### src/rtl/cpr_pkg.sv
`timescale 1ns / 1ps
// Shared types, keyword table and result codes for the command prefix recognizer.
// No dependencies; the files that use it refer to this package by scoped names.
package cpr_pkg;

  localparam int NUM_KW    = 30;
  localparam int KW_MAXLEN = 14;
  localparam int MASK_BITS = NUM_KW + 1;

  localparam logic [4:0] KIND_NONE      = 5'd0;
  localparam logic [4:0] KIND_AP        = 5'd1;
  localparam logic [4:0] KIND_RULE_BASE = 5'd2;

  localparam logic [MASK_BITS-1:0] MASK_ALL = '1;

  localparam logic [7:0] CHR_A     = 8'h61;
  localparam logic [7:0] CHR_P     = 8'h70;
  localparam logic [7:0] CHR_SPACE = 8'h20;
  localparam logic [7:0] CHR_NUL   = 8'h00;
  localparam logic [7:0] CHR_TAB   = 8'h09;
  localparam logic [7:0] CHR_CR    = 8'h0D;

  // Keyword text, right aligned: the last character sits in the low byte.
  localparam logic [KW_MAXLEN*8-1:0] KW_TEXT [NUM_KW] = '{
    "?", "ls", "mkdir", "rm", "mv", "ftype", "md5sum",
    "config-restore", "config-default", "config-get", "config-set",
    "time", "M482", "M483", "wlan", "M942", "M951", "M952",
    "sn-get", "sn-set", "sys-time", "clearftm", "upgrade", "reset",
    "diagnose", "wifi-diag", "mock-sd", "mock-nvs", "mock-net", "version"
  };

  localparam logic [3:0] KW_LEN [NUM_KW] = '{
    4'd1, 4'd2, 4'd5, 4'd2, 4'd2, 4'd5, 4'd6, 4'd14, 4'd14, 4'd10, 4'd10,
    4'd4, 4'd4, 4'd4, 4'd4, 4'd4, 4'd4, 4'd4, 4'd6, 4'd6, 4'd8, 4'd8,
    4'd7, 4'd5, 4'd8, 4'd9, 4'd7, 4'd8, 4'd8, 4'd7
  };

  localparam logic [3:0] KW_ARG [NUM_KW] = '{
    4'd0, 4'd2, 4'd5, 4'd2, 4'd2, 4'd0, 4'd7, 4'd15, 4'd15, 4'd11, 4'd11,
    4'd4, 4'd0, 4'd0, 4'd0, 4'd0, 4'd0, 4'd0, 4'd0, 4'd0, 4'd0, 4'd0,
    4'd0, 4'd0, 4'd0, 4'd0, 4'd7, 4'd8, 4'd8, 4'd0
  };

  localparam logic KW_NOLIMIT [NUM_KW] = '{
    1'b1, 1'b0, 1'b0, 1'b0, 1'b0, 1'b1, 1'b0, 1'b0, 1'b0, 1'b0, 1'b0,
    1'b0, 1'b0, 1'b0, 1'b0, 1'b0, 1'b1, 1'b1, 1'b0, 1'b0, 1'b0, 1'b0,
    1'b1, 1'b1, 1'b1, 1'b1, 1'b0, 1'b0, 1'b0, 1'b1
  };

  typedef struct packed {
    logic [MASK_BITS-1:0] mask;
    logic                 third_is_space;
  } cpr_state_t;

  typedef struct packed {
    logic [4:0]  command_kind;
    logic [15:0] argument_offset;
    logic        within_limit;
  } cpr_result_t;

endpackage

### src/rtl/cpr_if.sv
`timescale 1ns / 1ps
// Valid/ready channels for payload bytes and recognition results.
// No dependencies.
interface cpr_in_if;
  logic       valid;
  logic       ready;
  logic [7:0] data_byte;
  logic       last_byte;
  logic       empty_payload;

  modport source (output valid, data_byte, last_byte, empty_payload, input ready);
  modport sink   (input valid, data_byte, last_byte, empty_payload, output ready);
endinterface

interface cpr_out_if;
  logic        valid;
  logic        ready;
  logic [4:0]  command_kind;
  logic [15:0] argument_offset;
  logic        within_limit;

  modport source (output valid, command_kind, argument_offset, within_limit, input ready);
  modport sink   (input valid, command_kind, argument_offset, within_limit, output ready);
endinterface

### src/rtl/cpr_step.sv
`timescale 1ns / 1ps
// Per-byte update: clears live bits of the ap form and keywords that disagree, advances the count.
// Depends on cpr_pkg.
module cpr_step #(
  parameter int COUNT_BITS = 16
) (
  input  cpr_pkg::cpr_state_t    state,
  input  logic [COUNT_BITS-1:0]  count,
  input  logic [7:0]             data_byte,
  output cpr_pkg::cpr_state_t    state_next,
  output logic [COUNT_BITS-1:0]  count_next
);

  logic       pos_in_table;
  logic [3:0] pos4;
  logic       is_ws;
  logic [3:0] idx;
  logic [7:0] kw_chr;

  assign pos_in_table = (32'(count) < 32'(cpr_pkg::KW_MAXLEN));
  assign pos4         = count[3:0];
  assign is_ws = (data_byte == cpr_pkg::CHR_SPACE) ||
                 ((data_byte >= cpr_pkg::CHR_TAB) && (data_byte <= cpr_pkg::CHR_CR));

  always_comb begin
    state_next = state;
    idx        = '0;
    kw_chr     = '0;
    if ((count == COUNT_BITS'(0)) && (data_byte != cpr_pkg::CHR_A)) begin
      state_next.mask[0] = 1'b0;
    end
    if ((count == COUNT_BITS'(1)) && (data_byte != cpr_pkg::CHR_P)) begin
      state_next.mask[0] = 1'b0;
    end
    if (count == COUNT_BITS'(2)) begin
      if (!((data_byte == cpr_pkg::CHR_NUL) || is_ws)) begin
        state_next.mask[0] = 1'b0;
      end
      state_next.third_is_space = (data_byte == cpr_pkg::CHR_SPACE);
    end
    for (int k = 0; k < cpr_pkg::NUM_KW; k++) begin
      idx    = cpr_pkg::KW_LEN[k] - 4'd1 - pos4;
      kw_chr = cpr_pkg::KW_TEXT[k][{idx, 3'b000} +: 8];
      if (pos_in_table && (pos4 < cpr_pkg::KW_LEN[k]) && (data_byte != kw_chr)) begin
        state_next.mask[k+1] = 1'b0;
      end
    end
  end

  // Saturate at all ones.
  assign count_next = (&count) ? count : count + COUNT_BITS'(1);

endmodule

### src/rtl/cpr_resolve.sv
`timescale 1ns / 1ps
// End-of-payload decision: the ap form if live, else the first live keyword that fits; its offset and limit flag.
// Depends on cpr_pkg.
module cpr_resolve #(
  parameter int COUNT_BITS   = 16,
  parameter int LENGTH_LIMIT = 128
) (
  input  cpr_pkg::cpr_state_t   state,
  input  logic [COUNT_BITS-1:0] length,
  output cpr_pkg::cpr_result_t  result
);

  logic [31:0]                n_ext;
  logic [15:0]                n_cap;
  logic                       len_ok;
  logic [cpr_pkg::NUM_KW-1:0] hit;
  logic [4:0]                 sel;

  assign n_ext  = 32'(length);
  assign n_cap  = (n_ext > 32'hFFFF) ? 16'hFFFF : n_ext[15:0];
  assign len_ok = !(&length) && (n_ext <= 32'(LENGTH_LIMIT));

  always_comb begin
    sel = '0;
    for (int k = 0; k < cpr_pkg::NUM_KW; k++) begin
      hit[k] = state.mask[k+1] && (n_ext >= 32'(cpr_pkg::KW_LEN[k]));
    end
    // Lowest index wins.
    for (int k = cpr_pkg::NUM_KW - 1; k >= 0; k--) begin
      if (hit[k]) begin
        sel = 5'(k);
      end
    end
  end

  always_comb begin
    result = '{command_kind: cpr_pkg::KIND_NONE, argument_offset: '0, within_limit: 1'b0};
    if (state.mask[0] && (n_ext >= 32'd3)) begin
      result.command_kind    = cpr_pkg::KIND_AP;
      result.argument_offset = state.third_is_space ? 16'd3 : n_cap;
      result.within_limit    = len_ok;
    end else if (|hit) begin
      result.command_kind    = cpr_pkg::KIND_RULE_BASE + sel;
      result.argument_offset = (n_ext > 32'(cpr_pkg::KW_ARG[sel])) ?
                               16'(cpr_pkg::KW_ARG[sel]) : n_cap;
      result.within_limit    = cpr_pkg::KW_NOLIMIT[sel] || len_ok;
    end
  end

endmodule

### src/rtl/command_prefix_recognizer_unit.sv
`timescale 1ns / 1ps
// Top level of the command prefix recognizer: input register, state, result register.
// Depends on cpr_pkg, cpr_if (cpr_in_if, cpr_out_if), cpr_step and cpr_resolve.
//
//  port | dir | carries
//  -----+-----+---------------------------------------------------------
//  cmd  | in  | data_byte, last_byte, empty_payload (one payload byte)
//  res  | out | command_kind, argument_offset, within_limit (per payload)
//
// One item per cycle sustained while no result stall holds it back. An item is held in the
// input register; its result, if any, is loaded into the result register when that item
// proceeds. The per-byte keyword compare and end-of-payload priority pick are combinational.
// rst clears the input and result valid bits and returns the recognizer state.
// A stalled result blocks only the item that ends the next payload (final byte or empty
// payload); earlier bytes flow.
module command_prefix_recognizer_unit #(
  parameter int LENGTH_LIMIT = 128,
  parameter int COUNT_BITS   = 16
) (
  input  logic             clk,
  input  logic             rst,
  cpr_in_if.sink           cmd,
  cpr_out_if.source        res
);

  logic                  in_vld;
  logic [7:0]            in_byte;
  logic                  in_last;
  logic                  in_empty;
  logic                  ends;
  logic                  proceed;

  cpr_pkg::cpr_state_t   state;
  cpr_pkg::cpr_state_t   state_next;
  logic [COUNT_BITS-1:0] count;
  logic [COUNT_BITS-1:0] count_next;
  logic [COUNT_BITS-1:0] length;
  cpr_pkg::cpr_result_t  result;

  logic                  res_vld;
  cpr_pkg::cpr_result_t  res_data;

  assign ends    = in_last || in_empty;
  assign proceed = in_vld && (!ends || !res_vld || res.ready);
  assign cmd.ready = !in_vld || proceed;

  always_ff @(posedge clk) begin
    if (rst) begin
      in_vld <= 1'b0;
    end else if (cmd.ready) begin
      in_vld <= cmd.valid;
    end
  end

  always_ff @(posedge clk) begin
    if (cmd.valid && cmd.ready) begin
      in_byte  <= cmd.data_byte;
      in_last  <= cmd.last_byte;
      in_empty <= cmd.empty_payload;
    end
  end

  cpr_step #(.COUNT_BITS(COUNT_BITS)) u_step (
    .state      (state),
    .count      (count),
    .data_byte  (in_byte),
    .state_next (state_next),
    .count_next (count_next)
  );

  // An empty payload has length zero whatever the state holds.
  assign length = in_empty ? '0 : count_next;

  cpr_resolve #(.COUNT_BITS(COUNT_BITS), .LENGTH_LIMIT(LENGTH_LIMIT)) u_resolve (
    .state  (state_next),
    .length (length),
    .result (result)
  );

  always_ff @(posedge clk) begin
    if (rst) begin
      state <= '{mask: cpr_pkg::MASK_ALL, third_is_space: 1'b0};
      count <= '0;
    end else if (proceed) begin
      if (ends) begin
        state <= '{mask: cpr_pkg::MASK_ALL, third_is_space: 1'b0};
        count <= '0;
      end else begin
        state <= state_next;
        count <= count_next;
      end
    end
  end

  always_ff @(posedge clk) begin
    if (rst) begin
      res_vld <= 1'b0;
    end else if (proceed && ends) begin
      res_vld <= 1'b1;
    end else if (res.ready) begin
      res_vld <= 1'b0;
    end
  end

  always_ff @(posedge clk) begin
    if (proceed && ends) begin
      res_data <= result;
    end
  end

  assign res.valid           = res_vld;
  assign res.command_kind    = res_data.command_kind;
  assign res.argument_offset = res_data.argument_offset;
  assign res.within_limit    = res_data.within_limit;

`ifndef SYNTHESIS
  a_end_resets_state: assert property (@(posedge clk) disable iff (rst)
    (proceed && ends) |=> (count == '0) && (state.mask == cpr_pkg::MASK_ALL))
    else $error("state not returned to reset after payload end");

  a_end_gives_result: assert property (@(posedge clk) disable iff (rst)
    (proceed && ends) |=> res.valid)
    else $error("payload end produced no result");

  a_no_match_clean: assert property (@(posedge clk) disable iff (rst)
    (res.valid && (res.command_kind == cpr_pkg::KIND_NONE)) |->
      ((res.argument_offset == 16'd0) && !res.within_limit))
    else $error("no-match result carries offset or limit flag");

  a_ap_offset: assert property (@(posedge clk) disable iff (rst)
    (res.valid && (res.command_kind == cpr_pkg::KIND_AP)) |->
      (res.argument_offset >= 16'd3))
    else $error("access point offset below three");
`endif

endmodule

### src/flat_wrapper.sv
// flat-port wrapper written by rule: the top's interface ports become plain ports
module command_prefix_recognizer_unit_flat 
#(
  parameter int LENGTH_LIMIT = 128,
  parameter int COUNT_BITS   = 16
)
  (clk, rst, cmd_valid, cmd_data_byte, cmd_last_byte, cmd_empty_payload, cmd_ready, res_valid, res_command_kind, res_argument_offset, res_within_limit, res_ready);
  cpr_in_if cmd_i ();
  cpr_out_if res_i ();
  input  logic clk;
  input  logic rst;
  input wire logic [$bits(cmd_i.valid)-1:0] cmd_valid;
  input wire logic [$bits(cmd_i.data_byte)-1:0] cmd_data_byte;
  input wire logic [$bits(cmd_i.last_byte)-1:0] cmd_last_byte;
  input wire logic [$bits(cmd_i.empty_payload)-1:0] cmd_empty_payload;
  output wire logic [$bits(cmd_i.ready)-1:0] cmd_ready;
  output wire logic [$bits(res_i.valid)-1:0] res_valid;
  output wire logic [$bits(res_i.command_kind)-1:0] res_command_kind;
  output wire logic [$bits(res_i.argument_offset)-1:0] res_argument_offset;
  output wire logic [$bits(res_i.within_limit)-1:0] res_within_limit;
  input wire logic [$bits(res_i.ready)-1:0] res_ready;
  assign cmd_i.valid = cmd_valid;
  assign cmd_i.data_byte = cmd_data_byte;
  assign cmd_i.last_byte = cmd_last_byte;
  assign cmd_i.empty_payload = cmd_empty_payload;
  assign cmd_ready = cmd_i.ready;
  assign res_valid = res_i.valid;
  assign res_command_kind = res_i.command_kind;
  assign res_argument_offset = res_i.argument_offset;
  assign res_within_limit = res_i.within_limit;
  assign res_i.ready = res_ready;
  command_prefix_recognizer_unit #(.LENGTH_LIMIT(LENGTH_LIMIT), .COUNT_BITS(COUNT_BITS)) u_core (.clk(clk), .rst(rst), .cmd(cmd_i), .res(res_i));
endmodule
### config.mk
export PLATFORM = sky130hd
export DESIGN_NAME = command_prefix_recognizer_unit_flat
export DESIGN_NICKNAME = d
export VERILOG_FILES = /design/src/rtl/cpr_pkg.sv /design/src/rtl/cpr_if.sv /design/src/rtl/cpr_step.sv /design/src/rtl/cpr_resolve.sv /design/src/rtl/command_prefix_recognizer_unit.sv /design/src/flat_wrapper.sv
export SDC_FILE = /design/constraint.sdc
export NUM_CORES = 1
export LEC_CHECK = 0
export BUFFER_PORTS_ARGS = -buffer_cell sky130_fd_sc_hd__buf_2
export CAP_MARGIN = 20
export CORE_AREA = 2 2 181 183
export DETAILED_ROUTE_END_ITERATION = 6
export DIE_AREA = 0 0 183 185
export PLACE_DENSITY_LB_ADDON = 0.15
export SETUP_SLACK_MARGIN = 0.1
export SYNTH_ARGS = -nofsm -noshare
export SYNTH_HDL_FRONTEND = slang
export SYNTH_SLANG_ARGS = --single-unit
### constraint.sdc
create_clock -name clk -period 8.25 [get_ports clk]
set_input_delay 2.0625 -clock clk [delete_from_list [all_inputs] [get_ports clk]]
set_output_delay 2.0625 -clock clk [all_outputs]
set_load 0.005 [all_outputs]
== Word level (Yosys, flattened, before mapping) ==
Memories as Yosys holds them, arrays and structs flattened.
Cells that the tools add are included.

* Output and inout bits: 24
* Logic and storage cells: 296
* Memories kept: 2
* Bits in read-only memories: 160
* Input port bits: 14
* Flip-flop bits (word level): 82

* Bitwise operators: 2
* Shift operators: 30
* Reductions and logical operators: 96
* Multiplexer cells: 79
* $add $sub $neg: 12
* Order comparisons: 28
* Eq/ne operators: 35

{| class="wikitable"
|+ Memories
! name !! depth !! bits a word !! rd ports !! clocked after memory_dff !! wr ports !! line !! text
|-
| (no name shown) || 32 || 4 || 1 || 0 || 0 || cpr_resolve.sv:45 || <nowiki>16'(cpr_pkg::KW_ARG[sel]) : n_cap;</nowiki>
|-
| (no name shown) || 32 || 1 || 1 || 0 || 0 || cpr_resolve.sv:46 || <nowiki>result.within_limit = cpr_pkg::KW_NOLIMIT[sel] || len_ok;</nowiki>
|}

{| class="wikitable"
|+ Operator list
! cell !! number
|-
| indexed part select 112 x 8 -> 8 bit, first input constant || 30
|-
| != test 8 bit || 30
|-
| 2-to-1 mux 5 bit || 30
|-
| 2-to-1 mux 16 bit || 6
|-
| logical AND 1 bit || 78
|-
| greater-or-equal comparator 16 x 3 -> 1 bit, second input constant || 4
|-
| greater-or-equal comparator 16 x 4 -> 1 bit, second input constant || 4
|-
| 2-to-1 mux 1 bit || 37
|-
| greater-or-equal comparator 16 x 2 -> 1 bit, second input constant || 2
|-
| 2-to-1 mux 32 bit || 1
|-
| AND reduction 16 bit || 2
|-
| OR reduction 30 bit || 1
|-
| 2-to-1 mux 18 bit || 1
|-
| 2-to-1 mux 17 bit || 1
|-
| adder 16 x 1 -> 16 bit, second input constant || 1
|-
| equality test 16 x 1 -> 1 bit, second input constant || 1
|-
| equality test 16 x 2 -> 1 bit, second input constant || 1
|-
| greater-or-equal comparator 16 x 1 -> 1 bit, second input constant || 1
|-
| > comparator 16 bit, second input constant || 1
|-
| > comparator 16 x 4 -> 1 bit || 1
|-
| less-or-equal comparator 16 x 8 -> 1 bit, second input constant || 1
|-
| logical NOT 16 bit || 1
|-
| less-than comparator 16 x 4 -> 1 bit, second input constant || 1
|-
| less-than comparator 4 x 3 -> 1 bit, second input constant || 4
|-
| other kinds (22) || 42
|}

== Longest topological paths before layout ==
Gate-level depths: netlist of run 1.

* Depth after elaboration: 44
* Gate-level depth with buffers: 34
* Mapped depth without buffers: 29

== Modules after synthesis ==
From an unflattened synthesis of run 1, not the netlist that was laid out.

* Cell total of the unflattened synthesis: 1167
* Area, all modules: 9127.5 um^2

{| class="wikitable"
|+ Modules (own cells, without submodules)
! module !! area an instance (um^2) !! times used !! cells each
|-
| cpr_step || 4642.0 || 1 || 718
|-
| command_prefix_recognizer_unit || 2917.8 || 1 || 210
|-
| cpr_resolve || 1567.8 || 1 || 239
|}

== Worst setup path before layout of run 1 ==
No wires, ideal clock.

* Kind: reg-to-reg
* From: register u_core.count[2]
* To: register u_core.res_data (netlist bit u_core.res.argument_offset[3]), data pin
* Slack: 1.759 ns
* Clock period less this slack: 6.491 ns
* Cell stages (with the launch flop): 31
* Data arrival time: 6.339 ns
* Data required time: 8.098 ns
* Library setup time: 0.152 ns
* Path through: dfxtp_1 > buf_2 > clkinv_1 > ha_1 > buf_2 > buf_2 > nand2_1 > o32a_1 > o32a_1 > o41a_1 > a311o_1 > a21oi_1 > o211ai_1 > nor2b_1 > nor2_1 > inv_1 > ha_1 > nor4b_1 > a311o_1 > o21ai_1 > ha_1 > nor2b_1 > o21ai_0 > nand2b_1 > a21oi_1 > a41o_1 > nand3_1 > nor2_1 > a31oi_4 > buf_6 > o22ai_1

{| class="wikitable"
|+ RTL lines
! item !! line !! text
|-
| start, declared || command_prefix_recognizer_unit.sv:35 || <nowiki>logic [COUNT_BITS-1:0] count;</nowiki>
|-
| start signal, assigned || command_prefix_recognizer_unit.sv:90 || <nowiki>count <= count_next;</nowiki>
|-
| end signal, assigned || command_prefix_recognizer_unit.sv:107 || <nowiki>res_data <= result;</nowiki>
|-
| end, declared || command_prefix_recognizer_unit.sv:41 || <nowiki>cpr_pkg::cpr_result_t res_data;</nowiki>
|}

==> flow_summary.yaml, run 1 <==
status:
  run_status: "complete, no violations"
clock_network:
  cts_buffers: 9
  post_cts_resized: 0
  clock_path_buffers: 2
  post_cts_buffers: 0
  cts.sinks: 82
  cts_hold_buf: 0
  clock-root-buffer: "clkbuf_16"
  clk_latency_ns: 0.36
  clk_pin_slew_ns: 0.07
  cts_tree: "yes"
  htree_levels: 3
sta:
  setup_tns_ns: 0
  hold_violations: 0
  finClkSkew_ns: 0.0127
  grt_setup_unrepaired: "no"
  fmax_mhz: 136
  worstMarginPinSlew_ns: 0.987
  finalSetupViolations: 0
  relSlewSlack_pct: 34.2
  period_minus_slack_ns: 7.36
  slew_violations: 0
  whs_ns: 0.457
  finalCritPeriodShare_pct: 89.2
worst_hold_path:
  hold_depth: 1
  hold_class: "reg -> reg"
  hold_start: "u_core.state[23]$_SDFFE_PP1P_"
  min_to: "u_core.state[23]$_SDFFE_PP1P_"
grt:
  grt_max_degree: 40
  grt_pass1_wl_mm: 60.9
  grt_usage_pct: 23.7
  grt_pass1_vias: 9677
  antenna_found_initial: 0
  grt_overflow_total: 0
pwr:
  swShare_pct: 30.0
  ir_worst_vdd_mv: 0.0945
  intPower_uw: 736
  p_sw_uw: 315
  p_leak_uw: 0.00402
  comb_power_share_pct: 16.5
  power_frac_clock_pct: 40.0
  seqPwrFrac_pct: 43.4
  powerDensity_mw_per_mm2: 98.2
worst_setup_path:
  cpPeakStageDelay_ns: 0.65
  r2r-end: "u_core.res.argument_offset[14]$_DFFE_PP_"
  cp-end-kind: "register"
  worstRegToRegCells: 29
  cpMaxStageDelayCell: "or4_1"
  crit_type: "reg -> reg"
  required_ns: 8.37
  r2r_setup_slack_ns: 0.89
  startpoint_type: "register"
  path_max_fanout: 21
  cp.arrival_ns: 7.48
  reg2reg_from: "u_core.count[2]$_SDFFE_PP0P_"
  crit_path_frequent_cell: "ha_1"
synth:
  syn-instance-count: 1291
  synth_area_leaders: "dfxtp_1 10%, edfxtp_1 9.8%, xnor2_1 5.6%, ha_1 5.4%, nor2_1 4.2%"
  synth_top_family_by_area: "compound AO/OA/AOI/OAI gates"
  avgSynthCellArea_um2: 7.61
  yosys_warnings: 0
  yosys_most_used_dff: "dfxtp_1"
  muxShareOfSynthArea_pct: 3.72
  yosysTopAreaCell: "dfxtp_1"
  syn_nets: 1347
  synth_seq_cells: 82
  yosysMostFrequentCell: "nor2_1"
  seq_area_frac_synth_pct: 20.0
  synthAdderAreaFrac_pct: 5.35
  synth_edf_count: 32
  yosys.area_share.simple_pct: 26.4
  synth_top_area_share_pct: 10.2
  syn_area_mm2: 0.00982
  synth_commonest_cells: "110 x nor2_1, 91 x nand2_1, 81 x a21oi_1, 77 x o21ai_0, 63 x xnor2_1"
  synth_compound_area_share_pct: 30.7
  synth.distinct_cells: 108
  synthArstFlopShare_pct: 0
  synth_xor_area_share_pct: 7.05
die:
  initial_core_util_pct: 30.7
  rows: 66
  die-area_mm2: 0.0339
  die_w_um: 183
  core_area_mm2: 0.0320
  io_pins: 38
  die_height_um: 185
route:
  wirelength_mm: 40.3
  drt-wirelength-per-cell_um: 23.7
  drc: 0
  vias_per_cell: 6.11
  drt_iter0_drc: 1238
  antenna_left: 0
  vias: 10367
  firstDrtPassIters: 5
placement:
  port_buffers: 37
  gp_congestion: 0.959
  dp_hpwl_mm: 29.7
final_layout:
  area.growth.synth_to_final_pct: 9.01
  drive_above_1_share_pct: 12.7
  nets: 1338
  final_util_pct: 33.4
run:
  maxCapViolations: 0
## cells in the final DEF (no fill, tap or decap), types with 16 or more instances in the layout
cell	Yosys	routed
buf_4	3	55
nor2_1	110	109
dfxtp_1	50	48
buf_2	31	37
nor2b_1	28	28
nand2_1	91	91
and3_1	20	20
edfxtp_1	32	32
nand2b_1	35	35
nand4_1	21	21
a21o_1	16	16
ha_1	42	42
mux2i_1	28	28
nor3_1	40	40
a21oi_1	81	81
inv_1	38	38
or3_1	16	16
o21ai_0	77	77
nand3_1	39	39
xnor2_1	63	63
xor2_1	16	16
## flip-flops by register name, indices dropped and copies added (netlist names)
register,count
u_core.state,32
u_core.count,16
u_core.res.argument_offset,16
u_core.in_byte,8
u_core.res.command_kind,5
u_core.in_empty,1
u_core.in_last,1
u_core.in_vld,1
u_core.res.valid,1
u_core.res.within_limit,1
## cell type report
class | count | area (um2)
fillers | 3449 | 21300
clock buffers | 12 | 236
multi-input cells | 1056 | 7190
flip-flops and latches | 82 | 1960
well taps | 408 | 510
diodes | 1 | 2.50
inverters | 41 | 154
clock inverters | 4 | 51.3
repair buffers | 92 | 598
## critical path: cells and delay by family (launching register included)
kind / cells / cell delay [ns]
flops: 1 / 0.46
simple gates: 9 / 2.02
compound gates: 13 / 2.66
buf+inv: 4 / 1.07
fa+ha+maj: 3 / 0.89
## power groups by stage
stage                     clock network, uW  logic [uW]  registers, uW
after floorplan                           0         121            454
after detailed placement                  0         171            465
after CTS                               430         171            456
after global placement                    0         172            465
final                                   421         174            457
after global routing                    443         188            458
## per-stage QoR
step | cells | cell area [um2] | setup slack (ns) | power (uW)
5_1_grt | 1695 | 10700 | 0.512 | 1090
3_5_place_dp | 1679 | 10400 | 1.15 | 636
6_report | 1696 | 10700 | 0.893 | 1050
4_1_cts | 1695 | 10700 | 1.11 | 1060
2_1_floorplan | 1291 | 9820 | 1.76 | 575
3_3_place_gp | 1679 | 10400 | 1.25 | 637
## worst max-delay path by stage
stage	startpoint	to	slack, ns	cells past startpoint
after floorplan	u_core.count[2]$_SDFFE_PP0P_	u_core.res.argument_offset[3]$_DFFE_PP_	1.76	30
after global placement	u_core.count[1]$_SDFFE_PP0P_	u_core.res.argument_offset[14]$_DFFE_PP_	1.25	29
after detailed placement	u_core.count[2]$_SDFFE_PP0P_	u_core.res.argument_offset[14]$_DFFE_PP_	1.15	29
after CTS	u_core.count[2]$_SDFFE_PP0P_	u_core.res.argument_offset[14]$_DFFE_PP_	1.11	29
after global routing	u_core.count[2]$_SDFFE_PP0P_	u_core.res.argument_offset[14]$_DFFE_PP_	0.51	27
final	u_core.count[2]$_SDFFE_PP0P_	u_core.res.argument_offset[14]$_DFFE_PP_	0.89	29
## cells by family after synthesis
| group | Yosys count |
|---|---|
| flip-flops | 82 |
| AND/OR/NAND/NOR | 487 |
| multiplexers | 34 |
| XOR/XNOR | 79 |
| AO/OA/AOI/OAI | 414 |
| buffers and inverters | 153 |
| adder cells (fa/ha/maj) | 42 |
## per-layer routing
| metal | vias to the layer above | GRT usage, % | part of all wire, % |
|---|---|---|---|
| met3 | 83 | 3.62 | 6.2 |
| met5 | - | 0 | 0 |
| li1 | 4831 | - | - |
| met2 | 431 | 36.1 | 43 |
| met1 | 5022 | 32.6 | 46 |
| met4 | 0 | 11.5 | 5.1 |
(Power assumes the default switching activity.)
==> run 2: changes to the inputs <==
Settings changed: CAP_MARGIN 20 to 40.
Clock period 8.25 ns to 7.1 ns, I/O delays scaled along.
==> run 2 against run 1 <==
Effect of this change:
- first-iteration DRC count shrank 16%
- clock-buffer cell count decreased by 2
- utilization increased by 1.8 points
- hold slack is essentially flat
- final area up 5.2%
- clock power increased by 27%
- flip-flop and latch count did not move
- sequential power increased by 16%
- global-route usage increased by 1.9 points
- critical path type unchanged
==> flow_summary.yaml, run 2 (synthesis results as in run 1) <==
worst_setup_path:
  cpPeakStageDelay_ns: 0.52
  r2r_setup_slack_ns: 0.56
  cp_top_family: "compound AO/OA/AOI/OAI gates"
  worstRegToRegCells: 28
  cp.arrival_ns: 6.73
  reg2reg_from: "u_core.count[3]$_SDFFE_PP0P_"
  crit_type: "reg -> reg"
  startpoint_type: "register"
  cp-end-kind: "register"
  r2r-end: "u_core.res.argument_offset[10]$_DFFE_PP_"
  required_ns: 7.28
  path_buf_inv: 4
  cpMaxStageDelayCell: "or3b_2"
  path_max_fanout: 38
  crit_start: "u_core.count[3]$_SDFFE_PP0P_"
die:
  initial_core_util_pct: 30.7
  rows: 66
  die-area_mm2: 0.0339
  die_height_um: 185
  io_pins: 38
  die_w_um: 183
  core_area_mm2: 0.0320
final_layout:
  design_area_mm2: 0.0113
  final_util_pct: 35.2
  final_common_cell: "nor2_1"
  antennaDiodeCount: 0
  top_register: "u_core.state"
  nets: 1390
  layout_common_cells: "107 x nor2_1, 102 x buf_4, 91 x nand2_1"
  area.growth.synth_to_final_pct: 14.7
  drive_above_1_share_pct: 17.6
  largest_register_ffs: 32
worst_hold_path:
  hold_start: "u_core.state[26]$_SDFFE_PP1P_"
  min_to: "u_core.state[26]$_SDFFE_PP1P_"
  hold_class: "reg -> reg"
  hold_depth: 1
sta:
  period_minus_slack_ns: 6.54
  grt_setup_unrepaired: "no"
  finClkSkew_ns: 0.0123
  slew_violations: 0
  relSlewSlack_pct: 42.3
  fmax_mhz: 153
  hold_violations: 0
  setup_tns_ns: 0
  finalCritPeriodShare_pct: 92.2
  finalSetupViolations: 0
  worstMarginPinSlew_ns: 0.854
grt:
  grt_overflow_total: 0
  grt_pass1_wl_mm: 65.5
  grt_usage_pct: 25.6
  grt_max_degree: 46
  grt_pass1_vias: 10256
  antenna_found_initial: 0
pwr:
  p_leak_uw: 0.00434
  powerDensity_mw_per_mm2: 114
  ir_worst_vdd_mv: 0.116
placement:
  gp_congestion: 0.955
  dp_hpwl_mm: 32.8
  port_buffers: 37
  dpl_cell_area_mm2: 0.0108
clock_network:
  clk_pin_slew_ns: 0.07
  clk_latency_ns: 0.37
  cts_tree: "yes"
  htree_levels: 3
  clock_path_buffers: 2
  cts.sinks: 82
  clock-root-buffer: "clkbuf_16"
  cts_buffers: 9
route:
  drt-wirelength-per-cell_um: 24.7
  drc: 0
  met3_wirelength_mm: 2.54
  vias: 10635
  drt_iter0_drc: 1035
  firstDrtPassIters: 5
  antenna_left: 0
  wirelength_mm: 43.2
  vias_per_cell: 6.09
  route.met2.wl_mm: 19.4
  top_layer: "met4"
  drt-met1-wl_mm: 19.8
status:
  run_status: "complete, no violations"
run:
  maxCapViolations: 0
run 2: worst max-delay path by stage:
stage	slack, ns	cells after the start	end
6_report	0.56	28	u_core.res.argument_offset[10]$_DFFE_PP_
4_1_cts	0.14	27	u_core.res.argument_offset[14]$_DFFE_PP_
3_3_place_gp	0.15	32	u_core.res.argument_offset[14]$_DFFE_PP_
2_1_floorplan	0.61	30	u_core.res.argument_offset[3]$_DFFE_PP_
3_5_place_dp	0.23	27	u_core.res.argument_offset[14]$_DFFE_PP_
5_1_grt	0.09	30	u_core.res.argument_offset[10]$_DFFE_PP_
run 2: through the flow:
step	std cells	hold WS (ns)	power, uW	setup slack, ns
final	1747	0.457	1290	0.557
after floorplan	1291	0.428	668	0.609
after detailed placement	1730	0.442	758	0.226
after global routing	1747	0.467	1330	0.0886
after global placement	1728	0.440	757	0.146
after CTS	1746	0.458	1290	0.140
run 2: routing by layer:
| metal | track usage (%) | up-vias |
|---|---|---|
| li1 | - | 4914 |
| met1 | 35.4 | 5237 |
| met2 | 40.9 | 416 |
| met3 | 3.13 | 68 |
| met4 | 8.96 | 0 |
| met5 | 0 | - |
run 2: power breakdown:
part | switching (uW) | leakage, uW | internal, uW
combinational | 140 | 0.00344 | 82.6
sequential | 23.4 | 0.000732 | 508
clock | 232 | 0.000161 | 301
total | 395 | 0.00434 | 892
run 2: layout make-up:
type	instances	area, um2
tap	408	510
clock inverter	6	76.3
clock buffer	10	250
fill	3472	20800
inverter	41	154
timing repair buffer	144	1020
sequential	82	1960
multi-input combinational	1056	7290
run 2: repair_timing:
item                       CTS  global route
hold buffers                 0             0
setup buffers                0             1
hold endpoints to repair     0             0
setup endpoints to repair    0            16
gates resized for setup      0            23
